[config.mk]
export PLATFORM = sky130hd
export DESIGN_NAME = packet_filler_checksum_gen
export DESIGN_NICKNAME = d
export VERILOG_FILES = /design/src/hw/rtl/pfc_pkg.sv /design/src/hw/rtl/pfc_accum.sv /design/src/hw/rtl/pfc_tail.sv /design/src/hw/rtl/packet_filler_checksum_gen.sv
export SDC_FILE = /design/constraint.sdc
export NUM_CORES = 1
export LEC_CHECK = 0
export BUFFER_PORTS_ARGS = -buffer_cell sky130_fd_sc_hd__buf_2
export CORE_MARGIN = 3
export CORE_UTILIZATION = 45
export CTS_CLUSTER_SIZE = 28
export DETAILED_ROUTE_END_ITERATION = 10
export PLACE_DENSITY = 0.66
export SLEW_MARGIN = 10
export SYNTH_ARGS = -nofsm -noshare
export SYNTH_HDL_FRONTEND = slang
export SYNTH_HIERARCHICAL = 1
export SYNTH_SLANG_ARGS = --single-unit
[constraint.sdc]
create_clock -name aclk -period 4.6 [get_ports aclk]
set_input_delay 0.46 -clock aclk [delete_from_list [all_inputs] [get_ports aclk]]
set_output_delay 0.46 -clock aclk [all_outputs]
set_load 0.02 [all_outputs]
[src/hw/rtl/pfc_pkg.sv]
`timescale 1ns / 1ps
// ----------------------------------------------------------------------------
// pfc_pkg
// Shared constants, codes and types of the packet filler / checksum generator.
// ----------------------------------------------------------------------------
package pfc_pkg;

    localparam int COUNT_BITS       = 24;
    localparam int HEADER_BYTES     = 24;
    localparam int SEC_HEADER_BYTES = 12;
    localparam int LEN_W            = 25;
    localparam int PAD_W            = COUNT_BITS + 1;
    localparam int TOT_W            = (PAD_W + 1 > LEN_W) ? PAD_W + 1 : LEN_W;
    localparam int DATA_W           = 8;
    localparam int SUM_W            = 32;
    localparam int CFG_W            = 2;
    localparam int M_TDATA_W        = ((DATA_W + LEN_W + 1 + 7) / 8) * 8;

    // Configuration register indexes
    localparam logic [0:0] REG_CHECKSUM_MODE = 1'b0;
    localparam logic [0:0] REG_SEC_HEADER_ON = 1'b1;

    typedef enum logic [1:0] {
        MODE_NONE  = 2'd0,
        MODE_SUM8  = 2'd1,
        MODE_SUM16 = 2'd2,
        MODE_SUM32 = 2'd3
    } csum_mode_t;

    typedef enum logic [1:0] {
        KIND_DATA = 2'd0,
        KIND_FILL = 2'd1,
        KIND_CSUM = 2'd2
    } byte_kind_t;

    // Everything the tail sequencer needs to emit the words of one input byte
    typedef struct packed {
        logic [DATA_W-1:0] data;
        logic              last;
        logic              ovf;
        logic              sec;
        logic [1:0]        fill;
        logic [2:0]        csum_bytes;
        logic [2:0]        n_last;
        logic [SUM_W-1:0]  sum;
        logic [PAD_W-1:0]  padded;
    } desc_t;

endpackage

[src/hw/rtl/pfc_accum.sv]
`timescale 1ns / 1ps
// ----------------------------------------------------------------------------
// pfc_accum
// Byte counter and running checksum; builds the emit descriptor of each byte.
// ----------------------------------------------------------------------------
module pfc_accum (
    input  logic                      aclk,
    input  logic                      aresetn,
    input  logic                      in_fire,
    input  logic [pfc_pkg::DATA_W-1:0] in_data,
    input  logic                      in_last,
    input  pfc_pkg::csum_mode_t       mode,
    input  logic                      sec_on,
    output pfc_pkg::desc_t            desc
);
    import pfc_pkg::*;

    localparam logic [COUNT_BITS-1:0] COUNT_MAX = {COUNT_BITS{1'b1}};

    logic [COUNT_BITS-1:0] count_reg, count_next, count_upd;
    logic [SUM_W-1:0]      sum_reg, sum_next, sum_upd, addend;
    logic                  ovf_reg, ovf_next, ovf_upd;
    logic [1:0]            lane;
    logic                  sat;
    logic [2:0]            cs;
    logic [1:0]            fill;

    always_comb begin
        case (mode)
            MODE_SUM16: lane = {1'b0, count_reg[0]};
            MODE_SUM32: lane = count_reg[1:0];
            default:    lane = 2'd0;
        endcase
        case (mode)
            MODE_SUM8:  cs = 3'd1;
            MODE_SUM16: cs = 3'd2;
            MODE_SUM32: cs = 3'd4;
            default:    cs = 3'd0;
        endcase
    end

    assign addend  = SUM_W'(in_data) << {lane, 3'b000};
    assign sum_upd = (mode != MODE_NONE) ? sum_reg + addend : sum_reg;

    // Saturate at full scale and flag the overflow
    assign sat       = (count_reg == COUNT_MAX);
    assign count_upd = sat ? count_reg : count_reg + 1'b1;
    assign ovf_upd   = ovf_reg | sat;

    // Pad body plus checksum to a four-byte boundary
    assign fill = 2'd0 - (count_upd[1:0] + cs[1:0]);

    always_comb begin
        desc.data       = in_data;
        desc.last       = in_last;
        desc.ovf        = ovf_upd;
        desc.sec        = sec_on;
        desc.fill       = fill;
        desc.csum_bytes = cs;
        desc.n_last     = in_last ? 3'({1'b0, fill}) + cs : 3'd0;
        desc.sum        = sum_upd;
        desc.padded     = PAD_W'(count_upd) + PAD_W'(fill) + PAD_W'(cs);
    end

    always_comb begin
        count_next = count_reg;
        sum_next   = sum_reg;
        ovf_next   = ovf_reg;
        if (in_fire) begin
            if (in_last) begin
                count_next = '0;
                sum_next   = '0;
                ovf_next   = 1'b0;
            end else begin
                count_next = count_upd;
                sum_next   = sum_upd;
                ovf_next   = ovf_upd;
            end
        end
    end

    always_ff @(posedge aclk) begin
        if (!aresetn) begin
            count_reg <= '0;
            sum_reg   <= '0;
            ovf_reg   <= 1'b0;
        end else begin
            count_reg <= count_next;
            sum_reg   <= sum_next;
            ovf_reg   <= ovf_next;
        end
    end

endmodule

[src/hw/rtl/pfc_tail.sv]
`timescale 1ns / 1ps
// ----------------------------------------------------------------------------
// pfc_tail
// Holds one descriptor and emits its data, filler and checksum words.
// ----------------------------------------------------------------------------
module pfc_tail (
    input  logic                        aclk,
    input  logic                        aresetn,
    input  logic                        in_valid,
    output logic                        in_ready,
    input  pfc_pkg::desc_t              desc_in,
    output logic                        m_valid,
    input  logic                        m_ready,
    output logic [pfc_pkg::DATA_W-1:0]  m_byte,
    output pfc_pkg::byte_kind_t         m_kind,
    output logic                        m_end,
    output logic [pfc_pkg::LEN_W-1:0]   m_length,
    output logic                        m_ovf
);
    import pfc_pkg::*;

    localparam logic [TOT_W-1:0] HDR_ONLY = TOT_W'(HEADER_BYTES);
    localparam logic [TOT_W-1:0] HDR_SEC  = TOT_W'(HEADER_BYTES + SEC_HEADER_BYTES);

    desc_t            desc_reg;
    logic             desc_valid_reg, desc_valid_next;
    logic [2:0]       step_reg, step_next;
    logic             out_valid_reg;
    logic [DATA_W-1:0] out_byte_reg, byte_next;
    byte_kind_t       out_kind_reg, kind_next;
    logic             out_end_reg, end_next;
    logic [LEN_W-1:0] out_len_reg, len_next;
    logic             out_ovf_reg;

    logic             load_out, emit, fin, fire;
    logic [2:0]       csum_idx;
    logic [TOT_W-1:0] total;

    assign load_out = !out_valid_reg || m_ready;
    assign emit     = desc_valid_reg && load_out;
    assign fin      = emit && (step_reg == desc_reg.n_last);
    assign in_ready = !desc_valid_reg || fin;
    assign fire     = in_valid && in_ready;

    assign csum_idx = step_reg - 3'd1 - 3'({1'b0, desc_reg.fill});
    assign total    = TOT_W'(desc_reg.padded) + (desc_reg.sec ? HDR_SEC : HDR_ONLY);

    always_comb begin
        if (step_reg == 3'd0) begin
            kind_next = KIND_DATA;
            byte_next = desc_reg.data;
        end else if (step_reg <= 3'({1'b0, desc_reg.fill})) begin
            kind_next = KIND_FILL;
            byte_next = '0;
        end else begin
            kind_next = KIND_CSUM;
            byte_next = desc_reg.sum[{csum_idx[1:0], 3'b000} +: DATA_W];
        end
        end_next = desc_reg.last && (step_reg == desc_reg.n_last);
        len_next = end_next ? total[LEN_W-1:0] : '0;
    end

    always_comb begin
        desc_valid_next = desc_valid_reg;
        step_next       = step_reg;
        if (fire) begin
            desc_valid_next = 1'b1;
            step_next       = 3'd0;
        end else if (fin) begin
            desc_valid_next = 1'b0;
        end else if (emit) begin
            step_next = step_reg + 3'd1;
        end
    end

    always_ff @(posedge aclk) begin
        if (!aresetn) begin
            desc_valid_reg <= 1'b0;
            step_reg       <= 3'd0;
            out_valid_reg  <= 1'b0;
        end else begin
            desc_valid_reg <= desc_valid_next;
            step_reg       <= step_next;
            if (load_out) begin
                out_valid_reg <= desc_valid_reg;
            end
        end
    end

    always_ff @(posedge aclk) begin
        if (fire) begin
            desc_reg <= desc_in;
        end
        if (emit) begin
            out_byte_reg <= byte_next;
            out_kind_reg <= kind_next;
            out_end_reg  <= end_next;
            out_len_reg  <= len_next;
            out_ovf_reg  <= desc_reg.ovf;
        end
    end

    assign m_valid  = out_valid_reg;
    assign m_byte   = out_byte_reg;
    assign m_kind   = out_kind_reg;
    assign m_end    = out_end_reg;
    assign m_length = out_len_reg;
    assign m_ovf    = out_ovf_reg;

    a_step_in_range: assert property (@(posedge aclk) disable iff (!aresetn)
        desc_valid_reg |-> step_reg <= desc_reg.n_last)
        else $error("tail step ran past the last word of its descriptor");

    a_fresh_desc: assert property (@(posedge aclk) disable iff (!aresetn)
        fire |=> desc_valid_reg && step_reg == 3'd0)
        else $error("accepted byte did not start at its data word");

    a_csum_needs_mode: assert property (@(posedge aclk) disable iff (!aresetn)
        emit && step_reg > 3'({1'b0, desc_reg.fill}) |-> desc_reg.csum_bytes != 3'd0)
        else $error("checksum word emitted with no checksum selected");

    a_len_only_at_end: assert property (@(posedge aclk) disable iff (!aresetn)
        out_valid_reg && !out_end_reg |-> out_len_reg == '0)
        else $error("packet length shown on a word that does not end the packet");

endmodule

[src/hw/rtl/packet_filler_checksum_gen.sv]
`timescale 1ns / 1ps
// ----------------------------------------------------------------------------
// packet_filler_checksum_gen
// Packet body pass-through with zero filler, checksum append and length report.
// ----------------------------------------------------------------------------
// Body bytes enter on the s_ channel at one word per cycle while s_tready is
// high and leave on the m_ channel in order. The byte marked by s_tlast gives
// 1 + filler + checksum words (1 to 8): the tail sequencer holds its
// descriptor and drives one word a cycle into the single output register
// while m_tready allows, and s_tready stays low until its last word is loaded.
// Filler pads body plus checksum to a four-byte boundary; the checksum (none,
// 8-, 16- or 32-bit little-endian sum) follows least significant byte first.
// The final word carries m_tlast and the total packet length (header, optional
// secondary header, padded body and checksum); length_overflow is set once the
// body count has saturated. Write configuration only while the block is idle.
// ----------------------------------------------------------------------------
module packet_filler_checksum_gen (
    input  logic                           aclk,
    input  logic                           aresetn,
    // Configuration write port
    input  logic                           cfg_wr_en,
    input  logic [0:0]                     cfg_addr,
    input  logic [pfc_pkg::CFG_W-1:0]      cfg_wdata,
    // Input body bytes
    input  logic                           s_tvalid,
    output logic                           s_tready,
    input  logic [7:0]                     s_tdata,   // [7:0] data_byte
    input  logic                           s_tlast,   // body_end
    // Output words
    output logic                           m_tvalid,
    input  logic                           m_tready,
    output logic [pfc_pkg::M_TDATA_W-1:0]  m_tdata,   // [7:0] out_byte,
                                                      // [32:8] packet_length,
                                                      // [33] length_overflow
    output logic [1:0]                     m_tuser,   // [1:0] byte_kind
    output logic                           m_tlast    // packet_end
);
    import pfc_pkg::*;

    csum_mode_t         mode_reg;
    logic               sec_on_reg;
    desc_t              desc;
    logic               in_fire;
    logic [DATA_W-1:0]  out_byte;
    byte_kind_t         out_kind;
    logic [LEN_W-1:0]   out_len;
    logic               out_ovf;

    // Configuration registers: take the write on any enabled edge
    always_ff @(posedge aclk) begin
        if (!aresetn) begin
            mode_reg   <= MODE_NONE;
            sec_on_reg <= 1'b0;
        end else if (cfg_wr_en) begin
            case (cfg_addr)
                REG_CHECKSUM_MODE: mode_reg   <= csum_mode_t'(cfg_wdata);
                REG_SEC_HEADER_ON: sec_on_reg <= cfg_wdata[0];
                default: ;
            endcase
        end
    end

    // A word enters when the tail sequencer can take a fresh descriptor
    assign in_fire = s_tvalid && s_tready;

    // Count, sum and build the descriptor of the arriving byte
    pfc_accum u_accum (
        .aclk    (aclk),
        .aresetn (aresetn),
        .in_fire (in_fire),
        .in_data (s_tdata),
        .in_last (s_tlast),
        .mode    (mode_reg),
        .sec_on  (sec_on_reg),
        .desc    (desc)
    );

    // Emit data, filler and checksum words through the output register
    pfc_tail u_tail (
        .aclk     (aclk),
        .aresetn  (aresetn),
        .in_valid (s_tvalid),
        .in_ready (s_tready),
        .desc_in  (desc),
        .m_valid  (m_tvalid),
        .m_ready  (m_tready),
        .m_byte   (out_byte),
        .m_kind   (out_kind),
        .m_end    (m_tlast),
        .m_length (out_len),
        .m_ovf    (out_ovf)
    );

    // Pack the output word, lowest field first, zero-fill to whole bytes
    assign m_tdata = M_TDATA_W'({out_ovf, out_len, out_byte});
    assign m_tuser = out_kind;

endmodule

==> flow_results.xml <==
<?xml version="1.0" encoding="UTF-8"?>
<metrics>
  <group name="placed_design">
    <metric name="globalplace.congestion" unit="">0.902</metric>
    <metric name="dpl_hpwl" unit="mm">18.4</metric>
    <metric name="port-buffer-count" unit="">55</metric>
    <metric name="post-place-cells" unit="">1433</metric>
  </group>
  <group name="timing">
    <metric name="max-slew-margin-rel" unit="">0.334</metric>
    <metric name="skew" unit="ps">12.8</metric>
    <metric name="setup_total_negative_slack" unit="ps">0</metric>
    <metric name="fmax" unit="MHz">228</metric>
    <metric name="rsz0062_at_grt" unit="">no</metric>
    <metric name="tightest_slew" unit="ps">999</metric>
    <metric name="whs" unit="ps">287</metric>
    <metric name="final-hold-violation-count" unit="">0</metric>
    <metric name="period_needed" unit="ps">4380</metric>
    <metric name="finalMaxSlewViolations" unit="">0</metric>
    <metric name="timing.final.setup_violations" unit="">0</metric>
    <metric name="fin_crit_sh" unit="">0.952</metric>
  </group>
  <group name="detailed_routing">
    <metric name="finalWirelength" unit="mm">25.7</metric>
    <metric name="vias" unit="">8296</metric>
    <metric name="drt-initial-drc-count" unit="">910</metric>
    <metric name="routed_via_density" unit="">5.66</metric>
    <metric name="drt_first_pass_iters" unit="">5</metric>
    <metric name="met2_wirelength" unit="mm">10.9</metric>
    <metric name="wire_per_inst" unit="um">17.5</metric>
    <metric name="antenna_left" unit="">0</metric>
    <metric name="wl_met1" unit="mm">12.3</metric>
    <metric name="drc" unit="">0</metric>
    <metric name="max_layer_used" unit="">met4</metric>
    <metric name="wl_met3" unit="mm">1.87</metric>
  </group>
  <group name="global_routing">
    <metric name="grtUsageTotal" unit="">0.198</metric>
    <metric name="grt_start_max_net_pins" unit="">58</metric>
    <metric name="global_route.overflow_total" unit="">0</metric>
    <metric name="first_global_vias" unit="">7605</metric>
    <metric name="initial_antenna_violation_count" unit="">1</metric>
    <metric name="grt_pass1_wl" unit="mm">40.8</metric>
  </group>
  <group name="power_and_ir_drop">
    <metric name="static-leakage-power" unit="nW">4.81</metric>
    <metric name="irDropWorstVdd" unit="mV">0.235</metric>
    <metric name="cellPowerDensity" unit="mW/mm2">306</metric>
  </group>
  <group name="finish">
    <metric name="instances_no_fill" unit="">1466</metric>
    <metric name="diodes" unit="">0</metric>
    <metric name="flow.area_growth_from_synthesis" unit="%">11.9</metric>
    <metric name="final_core_utilization" unit="">0.522</metric>
    <metric name="final_nets" unit="">1210</metric>
    <metric name="largest_register_ff_count" unit="">73</metric>
    <metric name="layout-drive-gt1-share" unit="">0.161</metric>
  </group>
  <group name="critical_path">
    <metric name="slowest_stage" unit="">fa_1</metric>
    <metric name="path_cells" unit="">and4_4, and4_4, nand3_2, xnor2_2, ha_1, inv_1, fa_1, inv_1, fa_1, inv_1, ha_1, fa_2, a21o_1, a21bo_2, or2_2, nand2b_4, nor3_4, xnor2_1</metric>
    <metric name="crit-reg2reg-launch" unit="">u_accum/count_reg[21]</metric>
    <metric name="cp.buffers_inverters" unit="">3</metric>
    <metric name="critPathLaunch" unit="">u_accum/count_reg[21]</metric>
    <metric name="critical-path-top-delay-family" unit="">adder cells</metric>
    <metric name="cpMostUsedCell" unit="">inv_1</metric>
    <metric name="cp-start-kind" unit="">flop</metric>
    <metric name="worst-endpoint-required" unit="ps">4760</metric>
    <metric name="critical_path.max_stage_delay" unit="ps">500</metric>
    <metric name="path_max_fanout" unit="">5</metric>
    <metric name="cp-end-kind" unit="">flop</metric>
    <metric name="worst-endpoint-arrival" unit="ps">4540</metric>
    <metric name="worst-setup-path-type" unit="">flop to flop</metric>
  </group>
  <group name="yosys">
    <metric name="synth.cell_area" unit="mm2">0.0108</metric>
    <metric name="synth.avg_cell_area" unit="um2">9.85</metric>
    <metric name="synth_edf_count" unit="">110</metric>
    <metric name="synthArstFlopShare" unit="">0</metric>
    <metric name="ys_warn_count" unit="">6</metric>
    <metric name="netlist_instances" unit="">1092</metric>
    <metric name="synth_cell_types" unit="">93</metric>
    <metric name="ys.flop_type" unit="">edfxtp_1</metric>
    <metric name="number_of_flip_flops_and_latches_in_the_synthesized_netlist" unit="">175</metric>
    <metric name="synth_seq_area_share" unit="">0.428</metric>
  </group>
  <group name="cts">
    <metric name="clk_path_buf_depth" unit="">2</metric>
    <metric name="tritoncts" unit="">done</metric>
    <metric name="worstSkewPairLatency" unit="ps">430</metric>
    <metric name="root_buffer" unit="">clkbuf_16</metric>
    <metric name="total_cts_buffers" unit="">17</metric>
    <metric name="clk_transition_reported_paths" unit="ps">70</metric>
    <metric name="tritoncts_num_sinks" unit="">175</metric>
    <metric name="cts_h_tree_depth" unit="">4</metric>
  </group>
  <group name="min_path">
    <metric name="worst_hold_path_type" unit="">input pin to flop</metric>
    <metric name="timing.hold.worst.start" unit="">cfg_wdata[1]</metric>
  </group>
  <group name="floorplan">
    <metric name="fp.dieW" unit="um">161</metric>
    <metric name="placeableCoreArea" unit="mm2">0.0231</metric>
    <metric name="die_area" unit="mm2">0.0258</metric>
    <metric name="die_height" unit="um">161</metric>
    <metric name="floorplan.initialDensity" unit="">0.467</metric>
    <metric name="std_cell_rows" unit="">55</metric>
    <metric name="floorplan.io_pins" unit="">62</metric>
  </group>
  <group name="run">
    <metric name="maxCapViolCount" unit="">0</metric>
  </group>
  <group name="status">
    <metric name="outcome" unit="">finished clean</metric>
  </group>
</metrics>
-- worst paths after layout --
kind                         end  slack, ps  cells past startpoint
min                  mode_reg[1]        290                      3
max reg2reg  u_tail/desc_reg[21]        220                     18
min reg2reg         u_tail/m_ovf        430                      0
max          u_tail/desc_reg[21]        220                     18
-- layer usage --
metal / vias to the layer above / track usage
met5: - / 0
met4: 0 / 0.0655
met2: 363 / 0.292
li1: 4020 / -
met1: 3861 / 0.296
met3: 52 / 0.0320
-- where the power goes --
group          total (mW)  internal (mW)  switching (mW)
Combinational       0.400          0.140           0.260
Sequential           1.79           1.76          0.0340
Clock                1.49          0.875           0.613
Total                3.68           2.77           0.908
-- cell type report --
cell class	instances	area [um2]
Clock inverter	12	160
Timing Repair Buffer	94	581
Clock buffer	20	447
Multi-Input combinational cell	827	5760
Tap cell	313	392
Fill cell	2088	11000
Sequential cell	175	4610
Inverter	25	93.8
-- cells in the final DEF, fill, tap and decap left out, types with 24 or more instances in the layout --
master,count
edfxtp_1,110
nand2_1,108
nor2_1,73
a21oi_1,68
dfxtp_1,63
buf_2,55
and2_1,48
xor2_1,46
ha_1,46
xnor2_1,43
o21ai_0,40
nor2b_1,40
buf_4,38
nand3_1,28
inv_1,24
-- cell families after synthesis --
logic type	count (synthesis)	synth area share
other cells	2	0.000698
buf+inv	95	0.0446
mux	21	0.0294
simple gates	421	0.213
compound gates	235	0.146
xor+xnor	90	0.0732
fa+ha+maj	53	0.0658
flops	175	0.428
-- synthesized netlist by cell type (34+ instances only) --
cell type / n / area, um2
a21oi_1: 68 / 340
and2_1: 48 / 300
clkbuf_1: 34 / 128
dfxtp_1: 65 / 1300
edfxtp_1: 110 / 3300
ha_1: 47 / 588
nand2_1: 108 / 405
nor2_1: 74 / 278
nor2b_1: 40 / 250
o21ai_0: 40 / 200
xnor2_1: 44 / 385
xor2_1: 46 / 403
-- worst reg2reg max path, cell delays in order, from the launching register on --
cell and delay, ps:
dfxtp_1 360, and4_4 270, and4_4 270, nand3_2 150, xnor2_2 180, ha_1 160
inv_1 60, fa_1 500, inv_1 60, fa_1 440, inv_1 70, ha_1 180
fa_2 230, a21o_1 150, a21bo_2 230, or2_2 340, nand2b_4 180, nor3_4 190
xnor2_1 80
-- metrics by stage --
stage | setup WS, ps | instance area [um2] | total power [mW]
final | 219 | 12000 | 3.68
after global routing | 24.5 | 12000 | 3.82
after CTS | 1.80 | 12000 | 3.70
after detailed placement | -24.2 | 11400 | 2.22
after global placement | 109 | 11400 | 2.21
after floorplan | 36.7 | 10800 | 2.10
-- repair_timing --
item,in CTS,in global routing
cloned,0,0
gates resized for setup,1,7
hold buffers,0,0
setup buffers,1,0
pin swaps,1,2
endpoints found under the hold margin,0,0
endpoints found under the setup margin,2,6
(Power assumes the default switching activity.)
